==> src/rtl/fcm_pkg.sv <==
// Shared types and constants of the FIR convolution core.
// Used by the tap cell, the result queue and the top level; no dependencies.
`default_nettype none

package fcm_pkg;

   // Default parameter values of the top level.
   localparam int MAX_TAPS_DEF    = 16;
   localparam int SAMPLE_BITS_DEF = 16;

   // Fixed field widths.
   localparam int COEF_BITS       = 16;
   localparam int FILTERED_BITS   = 36;
   localparam int RSP_DATA_BITS   = ((FILTERED_BITS + 7) / 8) * 8;
   localparam int TAP_COUNT_BITS  = 5;
   localparam int MODE_BITS       = 2;

   // Coefficient banks: four taps of 16 bits in each 64-bit register.
   localparam int NUM_BANKS       = 4;
   localparam int TAPS_PER_BANK   = 4;
   localparam int BANK_BITS       = COEF_BITS * TAPS_PER_BANK;
   localparam int REG_TAPS        = NUM_BANKS * TAPS_PER_BANK;

   // Configuration register indexes.
   localparam int CSR_INDEX_BITS = 3;
   localparam logic [CSR_INDEX_BITS-1:0] CSR_CONV_MODE = 3'd0;
   localparam logic [CSR_INDEX_BITS-1:0] CSR_TAP_COUNT = 3'd1;
   localparam logic [CSR_INDEX_BITS-1:0] CSR_COEF_B0   = 3'd2;
   localparam logic [CSR_INDEX_BITS-1:0] CSR_COEF_B1   = 3'd3;
   localparam logic [CSR_INDEX_BITS-1:0] CSR_COEF_B2   = 3'd4;
   localparam logic [CSR_INDEX_BITS-1:0] CSR_COEF_B3   = 3'd5;

   // Output range codes.
   localparam logic [MODE_BITS-1:0] MODE_FULL  = 2'd0;
   localparam logic [MODE_BITS-1:0] MODE_SAME  = 2'd1;
   localparam logic [MODE_BITS-1:0] MODE_VALID = 2'd2;

   // One result word as it waits in the output queue.
   typedef struct packed {
      logic                            empty;
      logic                            last;
      logic signed [FILTERED_BITS-1:0] filtered;
   } out_word_type;

endpackage

`default_nettype wire

==> src/rtl/fcm_out_queue.sv <==
// Two-word result queue that decouples the tap chain from the result channel.
// Depends on fcm_pkg for the result word type.
`default_nettype none

module fcm_out_queue
   import fcm_pkg::*;
(
   input  wire          clock,
   input  wire          reset,
   input  wire          push,
   input  out_word_type push_word,
   output logic         can_push,
   output logic         pop_valid,
   input  wire          pop_ready,
   output out_word_type pop_word
);

   out_word_type entry_ff [2];
   logic         wr_ptr_ff;
   logic         rd_ptr_ff;
   logic [1:0]   count_ff;
   logic         pop;

   assign can_push  = (count_ff != 2'd2);
   assign pop_valid = (count_ff != 2'd0);
   assign pop       = pop_valid && pop_ready;
   assign pop_word  = entry_ff[rd_ptr_ff];

   always_ff @(posedge clock) begin
      if (push) begin
         entry_ff[wr_ptr_ff] <= push_word;
      end
   end

   always_ff @(posedge clock) begin
      if (reset) begin
         wr_ptr_ff <= 1'b0;
         rd_ptr_ff <= 1'b0;
         count_ff  <= 2'd0;
      end else begin
         if (push) begin
            wr_ptr_ff <= ~wr_ptr_ff;
         end
         if (pop) begin
            rd_ptr_ff <= ~rd_ptr_ff;
         end
         if (push && !pop) begin
            count_ff <= count_ff + 2'd1;
         end else if (pop && !push) begin
            count_ff <= count_ff - 2'd1;
         end
      end
   end

endmodule

`default_nettype wire

==> config.mk <==
export PLATFORM = sky130hd
export DESIGN_NAME = fcm_out_queue
export DESIGN_NICKNAME = d
export VERILOG_FILES = /design/src/rtl/fcm_pkg.sv /design/src/rtl/fcm_out_queue.sv
export SDC_FILE = /design/constraint.sdc
export NUM_CORES = 1
export LEC_CHECK = 0
export BUFFER_PORTS_ARGS = -buffer_cell sky130_fd_sc_hd__buf_4
export CAP_MARGIN = 20
export CORE_ASPECT_RATIO = 0.5
export CORE_MARGIN = 4
export CORE_UTILIZATION = 24
export DETAILED_ROUTE_END_ITERATION = 7
export PLACE_DENSITY_LB_ADDON = 0.1
export SLEW_MARGIN = 10
export SYNTH_ARGS = -nofsm -noshare
export SYNTH_HDL_FRONTEND = slang
export SYNTH_SLANG_ARGS = --single-unit
export TNS_END_PERCENT = 30
==> constraint.sdc <==
create_clock -name clock -period 7.95 [get_ports clock]
set_input_delay 1.1925 -clock clock [delete_from_list [all_inputs] [get_ports clock]]
set_output_delay 1.1925 -clock clock [all_outputs]
set_load 0.05 [all_outputs]
Yosys cells after proc, flatten, opt, wreduce, memory -nomap -nowiden
Memory sizes are Yosys's and may differ from the RTL's. A register that Yosys moved wholly into a read port is not among the register bits. Cells that the tools add are included.

Add/subtract/negate cells: 2. Equality and inequality tests: 1. Multiplexer cells: 6. Bitwise gates (word level): 2. Reductions and logical operators: 7.

Operators with widths (number): $mux W1 (4); $mux W2 (2); $reduce_bool A2 Y1 (2); $logic_and A1 B1 Y1 (3); $add A2 B1 Y2 const B (1); $logic_not A1 Y1 (2); $ne A2 B2 Y1 const B (1); $not A1 Y1 (2); $sub A2 B1 Y2 const B (1).

Register bits after elaboration: 4. Bits in writable memories: 76. Input port bits: 42. Output and inout port bits: 40. Word-level logic and storage cells: 22. Memories kept: 1.

Memories: entry_ff (words 2, bits a word 38, rd ports 1, clocked after memory_dff 1, wr ports 1, line fcm_out_queue.sv:18) `out_word_type entry_ff [2];`.

Longest topological paths before layout
Gate-level depths: netlist (run 1).

Depth after elaboration: 5. Mapped depth: 5. Mapped depth without buffers: 5.

Worst setup path after synthesis (run 1)
No wires, ideal clock.

Path kind: input port to flip-flop. Start: in push. End: mem entry_ff[0][0] in the netlist's numbering (enable). Library setup time: 438 ps. Arrival time: 2896 ps. Path slack: 4616 ps. Cell stages on the path: 1. Path buffers: 0. Cell sequence: nor2b_1.

Longest elaborated chain between the ends: 2.

Ends and longest elaborated chain: start: declaration (line fcm_out_queue.sv:10) `input wire push,`; $mux W1 (line fcm_out_queue.sv:30) `if (push) begin`; $mux W1 (implied by the code) (line fcm_out_queue.sv:31) `entry_ff[wr_ptr_ff] <= push_word;`; end: declaration (line fcm_out_queue.sv:18).

Every way passes these cells.

==> results of run 1 <==
## flip-flops by register name (all words and copies together), names as in the netlist, named ones only
signal and count:
count_ff 2, entry_ff 76, wr_ptr_ff 1, rd_ptr_ff 1
## synth_stat cells
master,count,area [sq um]
buf_2,2,10.0
dfxtp_1,5,100
or3_1,1,6.26
mux2_2,38,428
a21oi_1,1,5.00
xor2_1,3,26.3
ha_1,1,12.5
xnor2_1,1,8.76
and2_1,1,6.26
edfxtp_1,76,2280
nor2_1,4,15.0
buf_6,2,22.5
nor2b_1,1,6.26
nand2b_1,1,6.26
o21ai_0,2,10.0
or2_2,1,6.26
## cell usage in the layout, fill, tap and decap left out, drive strengths merged, types with 2 or more instances in the layout
cell type	n
buf	83
edfxtp	76
mux2	38
clkbuf	12
dfxtp	5
nor2	4
xor2	3
o21ai	2
bufinv	2
clkinv	2
## final timing paths
path,cells after the start,end,startpoint,slack (ns)
hold / removal,2,flip-flop,rd_ptr_ff,0.51
hold reg to reg,2,flip-flop,rd_ptr_ff,0.51
setup reg to reg,1,entry_ff[1][16],wr_ptr_ff,6.32
setup / recovery,2,pop_word[7],flip-flop,4.82
## cells by family after synthesis
family / after synthesis
mux: 38
compound gates: 3
simple gates: 9
buf+inv: 4
fa+ha+maj: 1
flops: 81
xor+xnor: 4
## power by group through the flow
| stage | sequential [W] | combinational [W] | clock (W) |
|---|---|---|---|
| after floorplan | 0.000523 | 0.000360 | 0 |
| after global placement | 0.000560 | 0.000449 | 0 |
| after detailed placement | 0.000562 | 0.000457 | 0 |
| after CTS | 0.000553 | 0.000459 | 0.000436 |
| after global routing | 0.000558 | 0.000472 | 0.000457 |
| final | 0.000549 | 0.000451 | 0.000420 |
## metrics by stage
step	util, %	instances
after floorplan	-	140
after global placement	31.4	382
after detailed placement	31.9	384
after CTS	34.4	400
after global routing	34.4	400
final	34.4	400
## layer usage
layer	up-vias	share of wire [%]	track usage [%]
met2	41	54	14.7
met1	768	40	8.74
met4	0	1.2	2.94
met5	-	0	0
met3	7	5.7	3.80
li1	720	-	-
## layout make-up
type                       count  area (sq um)
clock buffer                  12           236
clock inverter                 4          67.6
fill                        1191          7810
multi-input combinational     55           546
sequential                    81          2380
tap                          165           206
timing repair buffer          83           663
==> run metrics, run 1 <==
run status=complete, no violations; initial antenna violation count=0; cell area after placement=3800 sq um; max-capacitance violation count=0; number of nets with antenna violations after routing=0; fraction of power spent switching nets=33.3%; share of final-layout standard cells stronger than drive strength 1=57.9%; actual transition at the worst max-transition pin=0.990 ns; overall via count from detail_route=1536; Yosys cell types=16; min Tclk post-route=3.13 ns; number of cell rows=28; Final Net Count=273; maximum ir drop on the vdd rail=0.208 mV; clock insertion delay at the later pin of the skew report=0.32 ns; final worst hold slack=0.508 ns; portion of the clock cycle consumed by the worst path in the final layout=39.4%; Synth Net Count=183; total grt overflow=0; critical path peak fanout=38; internal portion of total power=0.000947 W; critical-path cell with the highest stage delay=dfxtp_2; final wirelength=5620 um; Post-CTS Resized=0; Residual DRC=0; root buf cell=clkbuf_16; number of antenna repair diodes=0; launching element type of the critical path=flip-flop; layout-stage area growth over the synthesis result=39.0%; total count of hold-check failures in the final report=0; DIE HEIGHT=86.4 um; Seq/Total Area, Yosys=80.7%; part of the power in registers=38.7%; global-route wire length before repair=8720 um; dominant combinational cell family by area after synthesis=multiplexers; class of the tightest hold or removal check=flip-flop to flip-flop; Mapped Cells=140; Crit path buffers/inverters=1; CP peak stage delay=0.98 ns; count of routing violations after the opening detailed-route iteration=49; class of the most critical setup path=flip-flop to output pin; hold buffer count at cts=0; compound-gate portion of the synthesized area=0.509%; design area=4100 sq um; post-route total power=0.00142 W; Sinks on Clock Net=81; RSZ-0062 raised after global routing=no; maximum number of pins on one net before global-route repair=39; Max Transition Viols Final=0; Clock H-tree levels=3; detailed-route vias per instance=3.84; Final setup viols=0; Synth Cell Area=2950 sq um; tightest slew margin relative to the limit=34.0%; initial core utilization=24.8%; part of the power in combinational logic=31.8%; average wire length per cell after detail routing=14.0 um; Die ar.=14200 sq um; proportion of synthesized area in mux cells=14.5%; DP HPWL=3720 um; post-placement setup slack=5.09 ns; setup total negative slack=0 ns; critical-path cell list=mux2_2, buf_4; proportion of power drawn by the clock network=29.6%; first-pass detailed-route iteration total=4; count of buffers added by post-CTS timing repair for setup=0; P_leak=1.51 nW; area share of xor/xnor cells in the synthesized design=1.19%; upper clock frequency limit=0.320 GHz; maximum number of buffers from clock root to sink=2; number of warnings printed during yosys synthesis=0; post-synthesis average cell area=21.1 sq um; standard cell core area=11900 sq um; kind of cell adding the most delay to the critical path=flip-flops; simple logic cell fraction of the synthesized area=1.57%; final worst setup slack=4.82 ns; clock-pin slew on the worst setup and hold paths=0.05 ns; horizontal die dimension=165 um; arrival time at the worst endpoint=1.94 ns; share of synthesized cell area in full adder, half adder and majority cells=0.424%; final weighted congestion in routability-driven placement=0.642; Critical Path End Type=output pin; number of top-level pins=82; global-route total usage across every layer=8.28%; required time of the critical path=6.76 ns; ratio of total power to cell area=346 nW/um^2; Inserted Clock Buffers=9; post-synthesis register bit count=81; power spent charging and discharging nets=0.000473 W; clock tree from TritonCTS=built; count of input and output buffers=81; Worst Skew=0.00410 ns; vias in the first global route=1684
(Power assumes the default switching activity.)
==> inputs of run 2 (changes only) <==
==> constraint.sdc (replaced) <==
create_clock -name clock -period 2.6 [get_ports clock]
set_input_delay 0.39 -clock clock [delete_from_list [all_inputs] [get_ports clock]]
set_output_delay 0.39 -clock clock [all_outputs]
set_load 0.05 [all_outputs]
==> run 2 against run 1 <==
Global-route usage shrank 0.081 points. Routed wire length shrank 1.4%. Sequential cell count is the same. Non-clock buffer count grew 2. Setup slack lost 4.3 ns. Combinational power grew to 3.3 times the previous value. Register-to-register slack lost 5.3 ns. Via count shrank 0.72%. Sequential share of layout area shrank 0.071 points. Final cell count grew 0.50%. Critical path type unchanged. Largest cell class unchanged.
==> run metrics, run 2 (synthesis gave the netlist of run 1 again) <==
min Tclk post-route=2.06 ns; layout-stage area growth over the synthesis result=39.2% (was 39.0%); critical path peak fanout=12 (was 38); standard cell core area=11900 sq um (unchanged); Residual DRC=0 (unchanged); Inserted Clock Buffers=9 (unchanged); class of the most critical setup path=flip-flop to output pin (unchanged); vias in the first global route=1681 (was 1684); actual transition at the worst max-transition pin=0.632 ns (was 0.990 ns); source of the worst register-to-register timing path=count_ff[0] (was wr_ptr_ff); met1 Track Usage GR=8.80% (was 8.74%); layer with the highest usage=met2 (unchanged); Filler Cell Count=1155 (was 1191); number of cell rows=28 (unchanged); count of input and output buffers=81 (unchanged); share of final-layout standard cells stronger than drive strength 1=60.3% (was 57.9%); total count of hold-check failures in the final report=0 (unchanged); maximum number of pins on one net before global-route repair=21 (was 39); arrival time at the worst endpoint=1.67 ns (was 1.94 ns); kind of cell adding the most delay to the critical path=flip-flops (unchanged); Worst Skew=0.00291 ns (was 0.00410 ns); class of the tightest hold or removal check=primary input to flip-flop (was flip-flop to flip-flop); Clock H-tree levels=3 (unchanged); number of nets with antenna violations after routing=0 (unchanged); count of buffers added by post-CTS timing repair for setup=0 (unchanged); worst hold path startpoint=push_word[5] (was rd_ptr_ff); max-capacitance violation count=0 (unchanged); global-route wire length before repair=8550 um (was 8720 um); Post-Layout Cell Count=402 (was 400); RSZ-0062 raised after global routing=no (unchanged); horizontal die dimension=165 um (unchanged); total grt overflow=0 (unchanged); Min-Delay Path Depth=1 (was 2); final wirelength=5540 um (was 5620 um); maximum number of buffers from clock root to sink=2 (unchanged); most flop-heavy register=entry_ff (unchanged); launching element type of the critical path=flip-flop (unchanged); Crit path buffers/inverters=2 (was 1); hold path endpoint=entry_ff[0][5]; cell total after placement=386 (was 384); portion of the clock cycle consumed by the worst path in the final layout=79.4%; number of antenna repair diodes=0 (unchanged); first-pass detailed-route iteration total=4 (unchanged); Final setup viols=0 (unchanged); critical-path cell list=buf_4, mux2_2, buf_4 (was mux2_2, buf_4); endpoint of the lowest-slack register-to-register path=count_ff[1] (was entry_ff[1][16]); Critical Path End Type=output pin (unchanged); met3 capacity usage during global routing=3.85% (was 3.80%); ratio of total power to cell area=1050 nW/um^2 (was 346 nW/um^2); setup slack, reg-to-reg=1.07 ns (was 6.32 ns); Max Transition Viols Final=0 (unchanged); required time of the critical path=2.21 ns (was 6.76 ns); clock tree from TritonCTS=built (unchanged); Die ar.=14200 sq um (unchanged); count of routing violations after the opening detailed-route iteration=49 (unchanged); final weighted congestion in routability-driven placement=0.642 (about the same); reg2reg path depth=4 (was 1); average wire length per cell after detail routing=13.8 um (was 14.0 um); detailed-route vias per instance=3.79 (was 3.84); DIE HEIGHT=86.4 um (unchanged); final worst setup slack=0.537 ns (was 4.82 ns); overall via count from detail_route=1525 (was 1536); critical-path cell with the highest stage delay=dfxtp_2 (unchanged); CP peak stage delay=0.52 ns (was 0.98 ns); flip-flop count of the largest register after layout=76 (unchanged); design area=4110 sq um (was 4100 sq um); upper clock frequency limit=0.485 GHz; Post-CTS Resized=0 (unchanged); final worst hold slack=0.240 ns (was 0.508 ns); fraction of met2 tracks used by global routing=13.9% (was 14.7%); maximum ir drop on the vdd rail=0.333 mV (was 0.208 mV); P_leak=1.50 nW (was 1.51 nW); root buf cell=clkbuf_16 (unchanged); most frequent cells in the layout=buf_4 (82), edfxtp_1 (76), mux2_2 (38) (was buf_4 (81), edfxtp_1 (76), mux2_2 (38)); hold buffer count at cts=0 (unchanged); initial core utilization=24.8% (unchanged); clock insertion delay at the later pin of the skew report=0.33 ns (was 0.32 ns); clock-pin slew on the worst setup and hold paths=0.06 ns (was 0.05 ns); run status=complete, no violations (unchanged); cell area after placement=3810 sq um (was 3800 sq um); setup total negative slack=0 ns (unchanged); initial antenna violation count=0 (unchanged); Worst path most repeated cell=buf_4; leading cell type in the layout, fill and taps excluded=buf_4 (unchanged); post-placement setup slack=0.854 ns (was 5.09 ns); number of top-level pins=82 (unchanged); largest registers=entry_ff (76), count_ff (2) (unchanged); DP HPWL=3960 um (was 3720 um); global-route total usage across every layer=8.19% (was 8.28%); tightest slew margin relative to the limit=57.8% (was 34.0%); Final Net Count=275 (was 273); Sinks on Clock Net=81 (unchanged)
-- run 2: stage by stage --
step                util, %  total power, W
global placement       32.0         0.00313
floorplan                 -         0.00270
CTS                    34.5         0.00438
finish                 34.5         0.00430
detailed placement     32.0         0.00314
global route           34.5         0.00450
-- run 2: area by class of cell --
| type | instances | area, sq um | share of cell area [%] |
|---|---|---|---|
| repair buffers | 85 | 676 | 16.4 |
| clock inverters | 7 | 71.3 | 1.74 |
| flip-flops and latches | 81 | 2380 | 58.0 |
| clock buffers | 9 | 225 | 5.48 |
| multi-input cells | 55 | 546 | 13.3 |
| well taps | 165 | 206 | 5.03 |
-- run 2: power by group --
| part | switching, W | leakage [nW] | total (W) | internal, W |
|---|---|---|---|---|
| logic | 0.000931 | 0.612 | 0.00147 | 0.000541 |
| clock network | 0.000478 | 0.137 | 0.00122 | 0.000740 |
| registers | 0.0000689 | 0.755 | 0.00161 | 0.00154 |
-- run 2: how the worst max path moves through the flow --
stage               slack [ns]             end       from  cells after the start
global placement          0.88    pop_word[19]  flip-flop                      3
global route              0.43    pop_word[19]  flip-flop                      3
finish                    0.54    pop_word[19]  flip-flop                      3
CTS                       0.48    pop_word[19]  flip-flop                      3
detailed placement        0.85    pop_word[19]  flip-flop                      3
floorplan                 0.07  entry_ff[0][0]       push                      1
-- run 2: worst register-to-register path, cell delays in order, from the launching register on --
cell,delay [ns]
dfxtp_1,0.35
o21ai_0,0.29
ha_1,0.33
or3_1,0.35
a21oi_1,0.14
-- run 2: routing by layer --
metal	routed length, um	vias to the layer above
met2	2950	41
met1	2130	751
met5	0	-
li1	-	726
met3	350	7
met4	112	0
