--- src/rtl/fcm_pkg.sv ---
// Shared types and constants of the FIR convolution core.
// Used by the tap cell, the result queue and the top level; no dependencies.
`default_nettype none

package fcm_pkg;

   // Default parameter values of the top level.
   localparam int MAX_TAPS_DEF    = 16;
   localparam int SAMPLE_BITS_DEF = 16;

   // Fixed field widths.
   localparam int COEF_BITS       = 16;
   localparam int FILTERED_BITS   = 36;
   localparam int RSP_DATA_BITS   = ((FILTERED_BITS + 7) / 8) * 8;
   localparam int TAP_COUNT_BITS  = 5;
   localparam int MODE_BITS       = 2;

   // Coefficient banks: four taps of 16 bits in each 64-bit register.
   localparam int NUM_BANKS       = 4;
   localparam int TAPS_PER_BANK   = 4;
   localparam int BANK_BITS       = COEF_BITS * TAPS_PER_BANK;
   localparam int REG_TAPS        = NUM_BANKS * TAPS_PER_BANK;

   // Configuration register indexes.
   localparam int CSR_INDEX_BITS = 3;
   localparam logic [CSR_INDEX_BITS-1:0] CSR_CONV_MODE = 3'd0;
   localparam logic [CSR_INDEX_BITS-1:0] CSR_TAP_COUNT = 3'd1;
   localparam logic [CSR_INDEX_BITS-1:0] CSR_COEF_B0   = 3'd2;
   localparam logic [CSR_INDEX_BITS-1:0] CSR_COEF_B1   = 3'd3;
   localparam logic [CSR_INDEX_BITS-1:0] CSR_COEF_B2   = 3'd4;
   localparam logic [CSR_INDEX_BITS-1:0] CSR_COEF_B3   = 3'd5;

   // Output range codes.
   localparam logic [MODE_BITS-1:0] MODE_FULL  = 2'd0;
   localparam logic [MODE_BITS-1:0] MODE_SAME  = 2'd1;
   localparam logic [MODE_BITS-1:0] MODE_VALID = 2'd2;

   // One result word as it waits in the output queue.
   typedef struct packed {
      logic                            empty;
      logic                            last;
      logic signed [FILTERED_BITS-1:0] filtered;
   } out_word_type;

endpackage

`default_nettype wire

--- src/rtl/fcm_tap_cell.sv ---
// One cell of the transposed FIR chain: a multiplier, an adder and one partial sum register.
// Depends on fcm_pkg for the coefficient and sum widths.
`default_nettype none

module fcm_tap_cell
   import fcm_pkg::*;
#(
   parameter int SAMPLE_BITS = SAMPLE_BITS_DEF
) (
   input  wire                               clock,
   input  wire                               reset,
   input  wire                               step,
   input  wire                               clear,
   input  wire  signed [SAMPLE_BITS-1:0]     x,
   input  wire  signed [COEF_BITS-1:0]       coef,
   input  wire  signed [FILTERED_BITS-1:0]   sum_in,
   output logic signed [FILTERED_BITS-1:0]   psum
);

   logic signed [SAMPLE_BITS+COEF_BITS-1:0] prod;
   logic signed [FILTERED_BITS-1:0]         part_ff;

   // Sums wrap modulo the result width, so the product is sign extended or cut to it.
   assign prod = x * coef;
   assign psum = FILTERED_BITS'(prod) + part_ff;

   always_ff @(posedge clock) begin
      if (reset) begin
         part_ff <= '0;
      end else if (step) begin
         if (clear) begin
            part_ff <= '0;
         end else begin
            part_ff <= sum_in;
         end
      end
   end

endmodule

`default_nettype wire

--- config.mk ---
export PLATFORM = sky130hd
export DESIGN_NAME = fcm_tap_cell
export DESIGN_NICKNAME = d
export VERILOG_FILES = /design/src/rtl/fcm_pkg.sv /design/src/rtl/fcm_tap_cell.sv
export SDC_FILE = /design/constraint.sdc
export NUM_CORES = 1
export LEC_CHECK = 0
export BUFFER_PORTS_ARGS = -buffer_cell sky130_fd_sc_hd__buf_2
export CORE_MARGIN = 1.5
export CORE_UTILIZATION = 60
export CTS_BUF_LIST = sky130_fd_sc_hd__clkbuf_16
export CTS_CLUSTER_DIAMETER = 120
export CTS_CLUSTER_SIZE = 8
export DETAILED_ROUTE_END_ITERATION = 16
export GPL_ROUTABILITY_DRIVEN = 0
export PLACE_DENSITY = 0.85
export SETUP_SLACK_MARGIN = 0.2
export SYNTH_ARGS = -nofsm -noshare
export SYNTH_HDL_FRONTEND = slang
export SYNTH_SLANG_ARGS = --single-unit
--- constraint.sdc ---
create_clock -name clock -period 6.7 [get_ports clock]
set_input_delay 0.335 -clock clock [delete_from_list [all_inputs] [get_ports clock]]
set_output_delay 0.335 -clock clock [all_outputs]
set_load 0.05 [all_outputs]
# After elaboration in Yosys (flattened, before gate mapping)
# Cells that the tools add are included.
totals:
  reg_bits: 36
  latch_bits: 0
  mem_bits_rw: 0
  romBits: 0
  in_bits: 72
  output_inout_bits: 36
  word_cells: 4
  n_memories: 0
classes:
  addsub: 1
  mul: 1
  div: 0
  magnitude_cmp: 0
  eq_ne: 0
  shifts: 0
  n_mux: 1
  bitwise_logic: 0
  n_reduce_logical: 0
ops:
  columns: ["op", "count"]
  rows:
  - ["adder 32 x 36 -> 36 bit", 1]
  - ["2-to-1 mux 36 bit", 1]
  - ["multiplier 16 x 16 -> 32 bit", 1]

# Longest topological paths before layout
# Gate-level depths: netlist (run 1).
logic_depth:
  depth_word: 2
  ltp_mapped: 24
  ltp_nobuf: 22

# Worst setup path before layout (run 1)
# No wires, ideal clock.
synth_timing:
  path_kind: "input-to-output"
  startpoint: "input coef[1]"
  endpoint: "output psum[32]"
  arrival_time_ns: 6.593
  required_ns: 6.365
  slack_ns: -0.228
  path_stages: 20
  path_buffers: 2
  cell_sequence: "clkbuf_1 -> nand2_1 -> fa_1 -> inv_1 -> fa_1 -> fa_1 -> inv_1 -> fa_1 -> fa_1 -> fa_1 -> inv_1 -> ha_1 -> clkbuf_1 -> a21o_1 -> a21o_1 -> a21o_1 -> a211oi_1 -> o31ai_1 -> a21o_1 -> a311oi_1"
synth_between:
  elab_chain_cells: 2
synth_lines:
  columns: ["element", "line_no", "text"]
  rows:
  - ["from (decl)", "fcm_tap_cell.sv:15", "input wire signed [COEF_BITS-1:0] coef,"]
  - ["multiplier 16 x 16 -> 32 bit", "fcm_tap_cell.sv:24", "assign prod = x * coef;"]
  - ["adder 32 x 36 -> 36 bit", "fcm_tap_cell.sv:25", "assign psum = FILTERED_BITS'(prod) + part_ff;"]
  - ["to (decl)", "fcm_tap_cell.sv:17", "output logic signed [FILTERED_BITS-1:0] psum"]
# Every way passes these cells.

# Final worst setup path (run 1)
layout_timing:
  startpoint: "input coef[2]"
  endpoint: "output psum[35]"
# The elaborated chain is that of the path after synthesis.

==> results.md, run 1 <==
Logic synthesis:
- The share of Yosys cell area claimed by the top area cell type is 0.481.
- By area, the combinational part of the netlist is dominated by adder cells.
- Counting every net in the synthesized netlist gives 1924.
- The number of standard cells after synthesis is 1431.
- The proportion of register bits with asynchronous set or reset after synthesis is 0.
- The number of enable-type register cells in the synthesized netlist is 0.
- Of the total synthesized cell area, the portion taken by XOR and XNOR cells is 0.0248.
- The fraction of synthesized area in multiplexers is 0.
- The share of the synthesized area in compound gates (AO/OA/AOI/OAI) was 0.0696.
- The synthesized area per cell is 9.14 sq um.
- The flop and latch count out of synthesis is 36.
- Yosys printed 0 warnings.
- The synthesized netlist occupies a cell area of 0.0131 sq mm.
- For this run, the leading register cell type out of synthesis is sky130_fd_sc_hd__dfxtp_1.
- By area the synthesized netlist is led by sky130_fd_sc_hd__fa_1 48%, sky130_fd_sc_hd__ha_1 10%, sky130_fd_sc_hd__inv_1 10%, sky130_fd_sc_hd__and2_1 5.8%, sky130_fd_sc_hd__dfxtp_1 5.5%.
- Of the total synthesized cell area, the portion taken by full adders, half adders and majority gates is 0.583.
- Of all cell types, the one taking the most synthesized area is sky130_fd_sc_hd__fa_1.
- Of the synthesized area, sequential elements account for 0.0551.
- The count of different cell masters after synthesis is 50.
- Of the total synthesized cell area, the portion taken by AND, OR, NAND and NOR gates is 0.151.

Route:
- After detailed routing, the average wire length per cell comes to 18.0 um.
- The routed metal-1 wirelength is 11.2 mm.
- The wire length after detailed routing is 32.5 mm.
- The final routed DRC violation total is 0.
- Using the TritonRoute via totals, the vias-per-cell ratio works out to 5.56.
- For this run, the detailed router's first-pass iteration total came to 5.
- After detailed routing, the met2 layer carries 17.4 mm of wire.
- The wire length on met3 is between 2 and 2.5 mm.
- The count of antenna-violating nets left after detailed routing is 0.
- In this run the top signal layer used is met4.
- The vias after detailed routing is a little over 10000.
- The iteration-0 DRC count of the detailed router is 423.

Setup path:
- STA classifies the critical path startpoint as an input pin.
- The number of buffer and inverter stages on the critical path is 8.
- The largest single stage delay on the critical path is 590 ps.
- The required arrival time at the worst endpoint is ~6400 ps.
- The worst-path maximum fanout is 8.
- Traced cell by cell, the critical path runs through buf_4, and2_4, inv_1, fa_2, buf_4, fa_1, inv_1, fa_1, inv_1, fa_1, fa_1, fa_1, inv_1, ha_1, buf_4, o21a_1, o211ai_1, a31oi_2, o211ai_1, nor2_1, o21ai_1, xnor2_1, buf_4.
- The slowest stage of the critical path is the sky130_fd_sc_hd__fa_1 cell.
- STA classifies the critical path endpoint as an output port.
- Broken down by cell family, the worst path's largest delay share belongs to adder cells.
- The critical path in this run is classified as in -> out.
- By instance count, the cell type seen most on the critical path is sky130_fd_sc_hd__fa_1.
- Data on the critical path arrives at its endpoint at 6120 ps.

Timing:
- The final worst-path cycle share is 0.964.
- At the pin with the least slew margin, the transition time is approximately 800 ps.
- The total count of hold-check failures in the final report is 0.
- The smallest setup slack after layout is between 200 and 250 ps.
- The final clock skew is 0 ps.
- The maximum frequency from static timing analysis is 155 MHz.
- The number of setup violations in the final report is 0.
- The final critical delay including setup and external delays is between 6000 and 7000 ps.
- The relative max-transition margin is 0.474.
- Setup repair after global routing could not meet its margin everywhere.
- The count of final max-slew check failures is 0.

Floorplanning:
- The die is around 150 um wide.
- The core area is 0.0212 sq mm.
- The starting density of the core is 0.616.
- The floorplan has 53 rows.
- The area enclosed by the die boundary is 0.0227 sq mm.
- Pin placement for this block handled between 100 and 150 I/O pins.
- The die is 151 um tall.

Place:
- The HPWL after detailed placement is roughly 27 mm.
- Input and output buffers added on the ports amount to 107.
- The setup slack after placement is -19.1 ps.
- In this run the cell area measured after placement is 0.0141 sq mm.

Finish:
- The number of inserted diodes is 0.
- The layout overhead on the synthesized area is 10.7%.
- The largest registers in the layout are part_ff (36).
- In the final layout, flip-flops and latches occupy 721 sq um.
- part_ff holds more flip-flops than any other register.
- The layout cell share with drive strength beyond 1 is 0.132.
- The register with the most flip-flops in the layout has 36 of them.
- Fill cells in the final layout number 1596.
- The net count reported at finish is a little over 2000.
- In the final layout, the multi-input gates occupy 0.0110 sq mm.
- The cell area after layout is 0.0145 sq mm.

Clock tree:
- Clock latency on the worst-skew pair, taken at its later pin, is 280 ps.
- The library cell used as clock root buffer is sky130_fd_sc_hd__clkbuf_16.
- The number of clock buffers added by TritonCTS is 5.
- The cts-stage hold buffer count is 0.
- In this run the number of H-tree levels came out at 2.
- The number of sinks on the clock net is 36.
- The clock edge transition at the registers on the reported setup and hold paths is 60 ps.
- TritonCTS built the clock tree.
- The clock passes through at most 2 buffers.

Global route:
- The first-pass GRT wire length is 52.8 mm.
- Entering global routing, the biggest net connects 39 pins.
- The number of global-route vias before repair is 11168.
- Summed over all layers, the global routing overflow is 0.
- The number of antenna violations at the first check in global routing is 0.
- Across every metal layer, demand over resource in global routing totals 0.304.

Worst hold path:
- In this run the worst hold path is classified as in -> reg.

Status:
- The run finished with clean final reports.

Run:
- Across the run, the number of max-cap violations was 0.
final timing paths:
check	startpoint	endpoint	slack [ps]	depth (start not counted)
worst max-delay path	coef[2]	psum[35]	240	23
worst min-delay path	sum_in[1]	part_ff[1]	270	3
worst max register to register	part_ff[22]	part_ff[22]	5860	3
worst min register to register	part_ff[34]	part_ff[34]	480	2
worst reg2reg max path: cells and delay by family (launching register included):
| family | cells | cell delay (ps) |
|---|---|---|
| flip-flops | 1 | 330 |
| AND/OR/NAND/NOR | 2 | 190 |
| AO/OA/AOI/OAI | 1 | 180 |
synthesized netlist by cell type, drive strengths merged, types with 2 or more instances:
library cell	number
a31oi	5
nand2b	6
o21bai	5
or2	3
nor2b	38
o21ai	15
nand3	7
nor2	62
nor3	7
clkbuf	48
a211o	2
nand4	3
xnor2	26
nand2	140
fa	314
and2	122
buf	2
inv	355
o21a	8
ha	107
o211ai	4
and3	3
dfxtp	36
xor2	11
a211oi	5
o31ai	3
a311oi	2
a21o	17
o311ai	2
a21oi	61
metrics by stage:
| step | utilization | TNS, ps | std cells | hold WS [ps] |
|---|---|---|---|---|
| 2_1_floorplan | - | 0 | 1431 | 450 |
| 3_3_place_gp | 0.662 | 0 | 1794 | 463 |
| 3_5_place_dp | 0.662 | -19.1 | 1794 | 470 |
| 4_1_cts | 0.672 | 0 | 1804 | 273 |
| 5_1_grt | 0.682 | 0 | 1808 | 278 |
| 6_report | 0.682 | 0 | 1808 | 274 |
per-layer routing:
metal,global-route usage,vias to the layer above
met3,0.0382,136
met2,0.554,441
met5,0,-
met4,0.161,0
li1,-,4414
met1,0.346,5060
cell usage in the layout (no fill, tap or decap), types with 5 or more instances in the layout:
master                      count
sky130_fd_sc_hd__ha_1         100
sky130_fd_sc_hd__nand3_1        6
sky130_fd_sc_hd__xor2_1        11
sky130_fd_sc_hd__nand2b_1       6
sky130_fd_sc_hd__o21ai_0       10
sky130_fd_sc_hd__buf_2         84
sky130_fd_sc_hd__buf_4         46
sky130_fd_sc_hd__nand2_1      139
sky130_fd_sc_hd__nor2b_1       37
sky130_fd_sc_hd__clkbuf_16      5
sky130_fd_sc_hd__a21oi_1       52
sky130_fd_sc_hd__a21o_1        16
sky130_fd_sc_hd__nor2_1        61
sky130_fd_sc_hd__and2_1       119
sky130_fd_sc_hd__fa_1         307
sky130_fd_sc_hd__clkbuf_4      10
sky130_fd_sc_hd__ha_2           6
sky130_fd_sc_hd__dfxtp_1       36
sky130_fd_sc_hd__a21oi_2        8
sky130_fd_sc_hd__xnor2_1       23
sky130_fd_sc_hd__o21bai_1       5
sky130_fd_sc_hd__nor3_1         7
sky130_fd_sc_hd__o21a_1         8
sky130_fd_sc_hd__inv_1        352
sky130_fd_sc_hd__fa_2           7
kinds of logic (layout without fill, tap and decap cells):
family / count (synthesis) / after routing
xor+xnor: 37 / 37
simple gates: 397 / 397
flops: 36 / 36
compound gates: 135 / 135
buf+inv: 405 / 507
fa+ha+maj: 421 / 421
what timing repair did:
item	CTS	global route
setup endpoints to repair	7	16
setup buffers	2	4
pin swaps	2	13
gates resized for setup	11	61
layout make-up:
| cell class | count | area share |
|---|---|---|
| multi-input cells | 990 | 0.761 |
| clock inverters | 3 | 0.00259 |
| repair buffers | 144 | 0.0621 |
| clock buffers | 5 | 0.00865 |
| well taps | 275 | 0.0238 |
| inverters | 355 | 0.0921 |
| flip-flops and latches | 36 | 0.0498 |
Power of run 1 is not shown: default switching activity piles up to over one toggle a cycle in this logic, so the estimate is an artifact.
==> inputs of run 2 (changes only) <==
--- a/config.mk
+++ b/config.mk
@@ -5,7 +5,7 @@
 export SDC_FILE = /design/constraint.sdc
 export NUM_CORES = 1
 export LEC_CHECK = 0
-export BUFFER_PORTS_ARGS = -buffer_cell sky130_fd_sc_hd__buf_2
+export BUFFER_PORTS_ARGS = -buffer_cell sky130_fd_sc_hd__clkbuf_2
 export CORE_MARGIN = 1.5
 export CORE_UTILIZATION = 60
 export CTS_BUF_LIST = sky130_fd_sc_hd__clkbuf_16
==> constraint.sdc (replaced) <==
create_clock -name clock -period 7.96 [get_ports clock]
set_input_delay 0.398 -clock clock [delete_from_list [all_inputs] [get_ports clock]]
set_output_delay 0.398 -clock clock [all_outputs]
set_load 0.05 [all_outputs]
==> results.md, run 2 (synthesis gave the netlist of run 1 again) <==
Timing:
- The number of setup violations in the final report is 0 (unchanged).
- Setup repair after global routing missed its margin: false (was true).
- The sum of negative setup slack came to 0 ps (unchanged).
- The count of final max-slew check failures came to 0 (unchanged).
- For the finished layout, the period the worst path requires is 7170 ps.
- Timing would allow up to 139 MHz.
- The final worst-path cycle share is 0.901.
- The slew at the pin with the worst max-slew slack is 842 ps (was 789 ps).
- The final clock skew is 0 ps (unchanged).
- The relative max-transition margin is 0.439 (was 0.474).
- The total count of hold-check failures in the final report is 0 (unchanged).

Clock tree:
- The number of gates resized after cts is 0 (was 11).
- The number of sinks on the clock net is 36 (unchanged).
- The CTS buffer count is 5 (unchanged).
- The number of levels in the clock H-tree came to 2 (unchanged).
- The cts-stage hold buffer count was 0 (unchanged).
- The TritonCTS clock tree is yes (unchanged).
- The library cell used as clock root buffer is sky130_fd_sc_hd__clkbuf_16 (unchanged).
- The post-CTS setup buffer count is 0 (was 2).
- The clock edge transition at the registers on the reported setup and hold paths is 60 ps (about the same).
- The clock latency at the later pin of the worst-skew pair is 290 ps (was 280 ps).
- The maximum count of clock buffers along a single path is 2 (unchanged).

Status:
- Run status: complete, no violations (unchanged).

Setup path:
- The classification of the worst setup path was in -> out (unchanged).
- The nature of the critical path startpoint is an input pin (unchanged).
- The startpoint of the most critical setup path was coef[2] (unchanged).
- The arrival time of the worst setup path is 6780 ps (was 6120 ps).
- The last element of the critical path is psum[33] (was psum[35]).
- The internal reg-to-reg setup slack is 7110 ps (was 5860 ps).
- The endpoint of the worst-slack reg-to-reg timing path is part_ff[23] (was part_ff[22]).
- The required arrival time at the worst endpoint was 7560 ps (was 6360 ps).
- The worst-path maximum fanout is 16 (was 8).
- The most frequent cell on the critical path is sky130_fd_sc_hd__fa_1 (unchanged).
- The cell type of the slowest stage on the worst timing path is sky130_fd_sc_hd__fa_1 (unchanged).
- The depth of the worst register-to-register path came to 3 (unchanged).
- The sort of element at the end of the critical path was an output port (unchanged).
- The launch instance of the worst register-to-register path is part_ff[23] (was part_ff[22]).
- The worst stage delay on the critical path came to 710 ps (was 590 ps).
- Critical path cell sequence: clkbuf_2, and2_1, inv_1, fa_1, fa_1, inv_1, fa_1, fa_1, fa_1, fa_1, ha_1, a21oi_1, o21ai_0, or2_2, a211oi_2, o21ai_2, o311ai_2, clkbuf_2 (was buf_4, and2_4, inv_1, fa_2, buf_4, fa_1, inv_1, fa_1, inv_1, fa_1, fa_1, fa_1, inv_1, ha_1, buf_4, o21a_1, o211ai_1, a31oi_2, o211ai_1, nor2_1, o21ai_1, xnor2_1, buf_4).

Route:
- The iteration-0 DRC count of the detailed router is 529 (was 423).
- The count of antenna-violating nets left after detailed routing is 0 (unchanged).
- The average wire length per cell after detail routing came to 17.1 um (was 18.0 um).
- The via density per instance is 5.55 (was 5.56).
- The final routed DRC violation total is 0 (unchanged).
- The wire length after detailed routing is 30.3 mm (was 32.5 mm).
- The vias after detailed routing is 9833 (was 10051).
- The first-pass iteration count of the detailed router came to 5 (unchanged).

Global route:
- The first-pass GRT wire length was 50.1 mm (was 52.8 mm).
- The largest net degree at the start of global routing was 39 (unchanged).
- The total global-route track usage is 0.288 (was 0.304).
- The number of antenna violations at the first check in global routing is 0 (unchanged).
- The number of global-route vias before repair is 10969 (was 11168).
- The final global-route overflow total is 0 (unchanged).

Place:
- The number of port buffers is 107 (unchanged).
- The HPWL after detailed placement is 25.7 mm (was 27.3 mm).

Floorplanning:
- The count of standard-cell rows is 53 (unchanged).
- The die outline height is 151 um (unchanged).
- The area enclosed by the die boundary came to 0.0227 sq mm (unchanged).
- The width of the die is 151 um (unchanged).
- The core area came to 0.0212 sq mm (unchanged).
- The starting density of the core is 0.616 (unchanged).
- The number of top-level pins is 108 (unchanged).

Finish:
- The layout cell share with drive strength beyond 1 came to 0.0875 (was 0.132).
- The most common library cell in the layout ignoring fill and taps is sky130_fd_sc_hd__inv_1 (unchanged).
- The number of flip-flops under the largest register name was 36 (unchanged).
- The number of inserted diodes is 0 (unchanged).
- The layout overhead on the synthesized area is 6.61% (was 10.7%).
- The register with the most flip-flops is part_ff (unchanged).
- The number of fill cells in the layout was 1684 (was 1596).
- Largest registers: part_ff (36) (unchanged).
- The net count reported at finish is 1989 (was 2025).
- Commonest cells after routing, fill and taps aside: 355 x sky130_fd_sc_hd__inv_1, 314 x sky130_fd_sc_hd__fa_1, 140 x sky130_fd_sc_hd__nand2_1 (was 352 x sky130_fd_sc_hd__inv_1, 307 x sky130_fd_sc_hd__fa_1, 139 x sky130_fd_sc_hd__nand2_1).

Worst hold path:
- The worst hold path class is in -> reg (unchanged).

Run:
- The number of max-capacitance violations reported is 0 (unchanged).
-- run 2: cell types whose count changed in the layout (fill, tap and decap cells not counted), moves of 6 or more --
| cell | previous run | this run |
|---|---|---|
| sky130_fd_sc_hd__clkbuf_4 | 10 | 0 |
| sky130_fd_sc_hd__buf_4 | 46 | 1 |
| sky130_fd_sc_hd__buf_2 | 84 | 0 |
| sky130_fd_sc_hd__ha_2 | 6 | 0 |
| sky130_fd_sc_hd__fa_2 | 7 | 0 |
| sky130_fd_sc_hd__ha_1 | 100 | 107 |
| sky130_fd_sc_hd__clkbuf_2 | 0 | 107 |
| sky130_fd_sc_hd__fa_1 | 307 | 314 |
| sky130_fd_sc_hd__a21oi_1 | 52 | 60 |
| sky130_fd_sc_hd__a21oi_2 | 8 | 0 |
-- run 2: through the flow --
stage               hold WS (ps)  std cells  setup WS (ps)   util  instance area, sq um
floorplan                    450       1431            906      -                 13100
global placement             467       1764           1140  0.649                 13800
detailed placement           480       1764            912  0.649                 13800
CTS                          330       1772            896  0.657                 13900
global route                 344       1772            606  0.657                 13900
finish                       330       1772            786  0.657                 13900
-- run 2: final cells by class --
| class | instances | area (sq um) | area share |
|---|---|---|---|
| Sequential cell | 36 | 721 | 0.0517 |
| Clock inverter | 3 | 37.5 | 0.00269 |
| Tap cell | 275 | 344 | 0.0247 |
| Timing Repair Buffer | 108 | 543 | 0.0390 |
| Inverter | 355 | 1330 | 0.0956 |
| Clock buffer | 5 | 125 | 0.00898 |
| Multi-Input combinational cell | 990 | 10800 | 0.777 |
-- run 2: critical path, delay by kind of cell --
family | cells | cell delay (ps)
adders and majority gates | 7 | 3630
AOI/OAI and AO/OA | 5 | 1190
buffers and inverters | 4 | 940
and+or+nand+nor | 2 | 610
-- run 2: worst min path at each step --
stage / from / end / slack (ps) / cells past startpoint
6_report: sum_in[17] / part_ff[17] / 330 / 3
5_1_grt: sum_in[31] / part_ff[31] / 340 / 3
4_1_cts: sum_in[1] / part_ff[1] / 330 / 3
3_5_place_dp: part_ff[34] / part_ff[34] / 480 / 2
3_3_place_gp: part_ff[34] / part_ff[34] / 470 / 2
2_1_floorplan: part_ff[34] / part_ff[34] / 450 / 2
-- run 2: metal layers --
layer  up-vias  wire length [um]  global-route usage
met5         -                 0                   0
met4         0              1400               0.143
met3       105              1650              0.0358
met2       396             16500               0.539
met1      4997             10700               0.321
li1       4335                 -                   -
Power of run 2 is left out for the same reason.
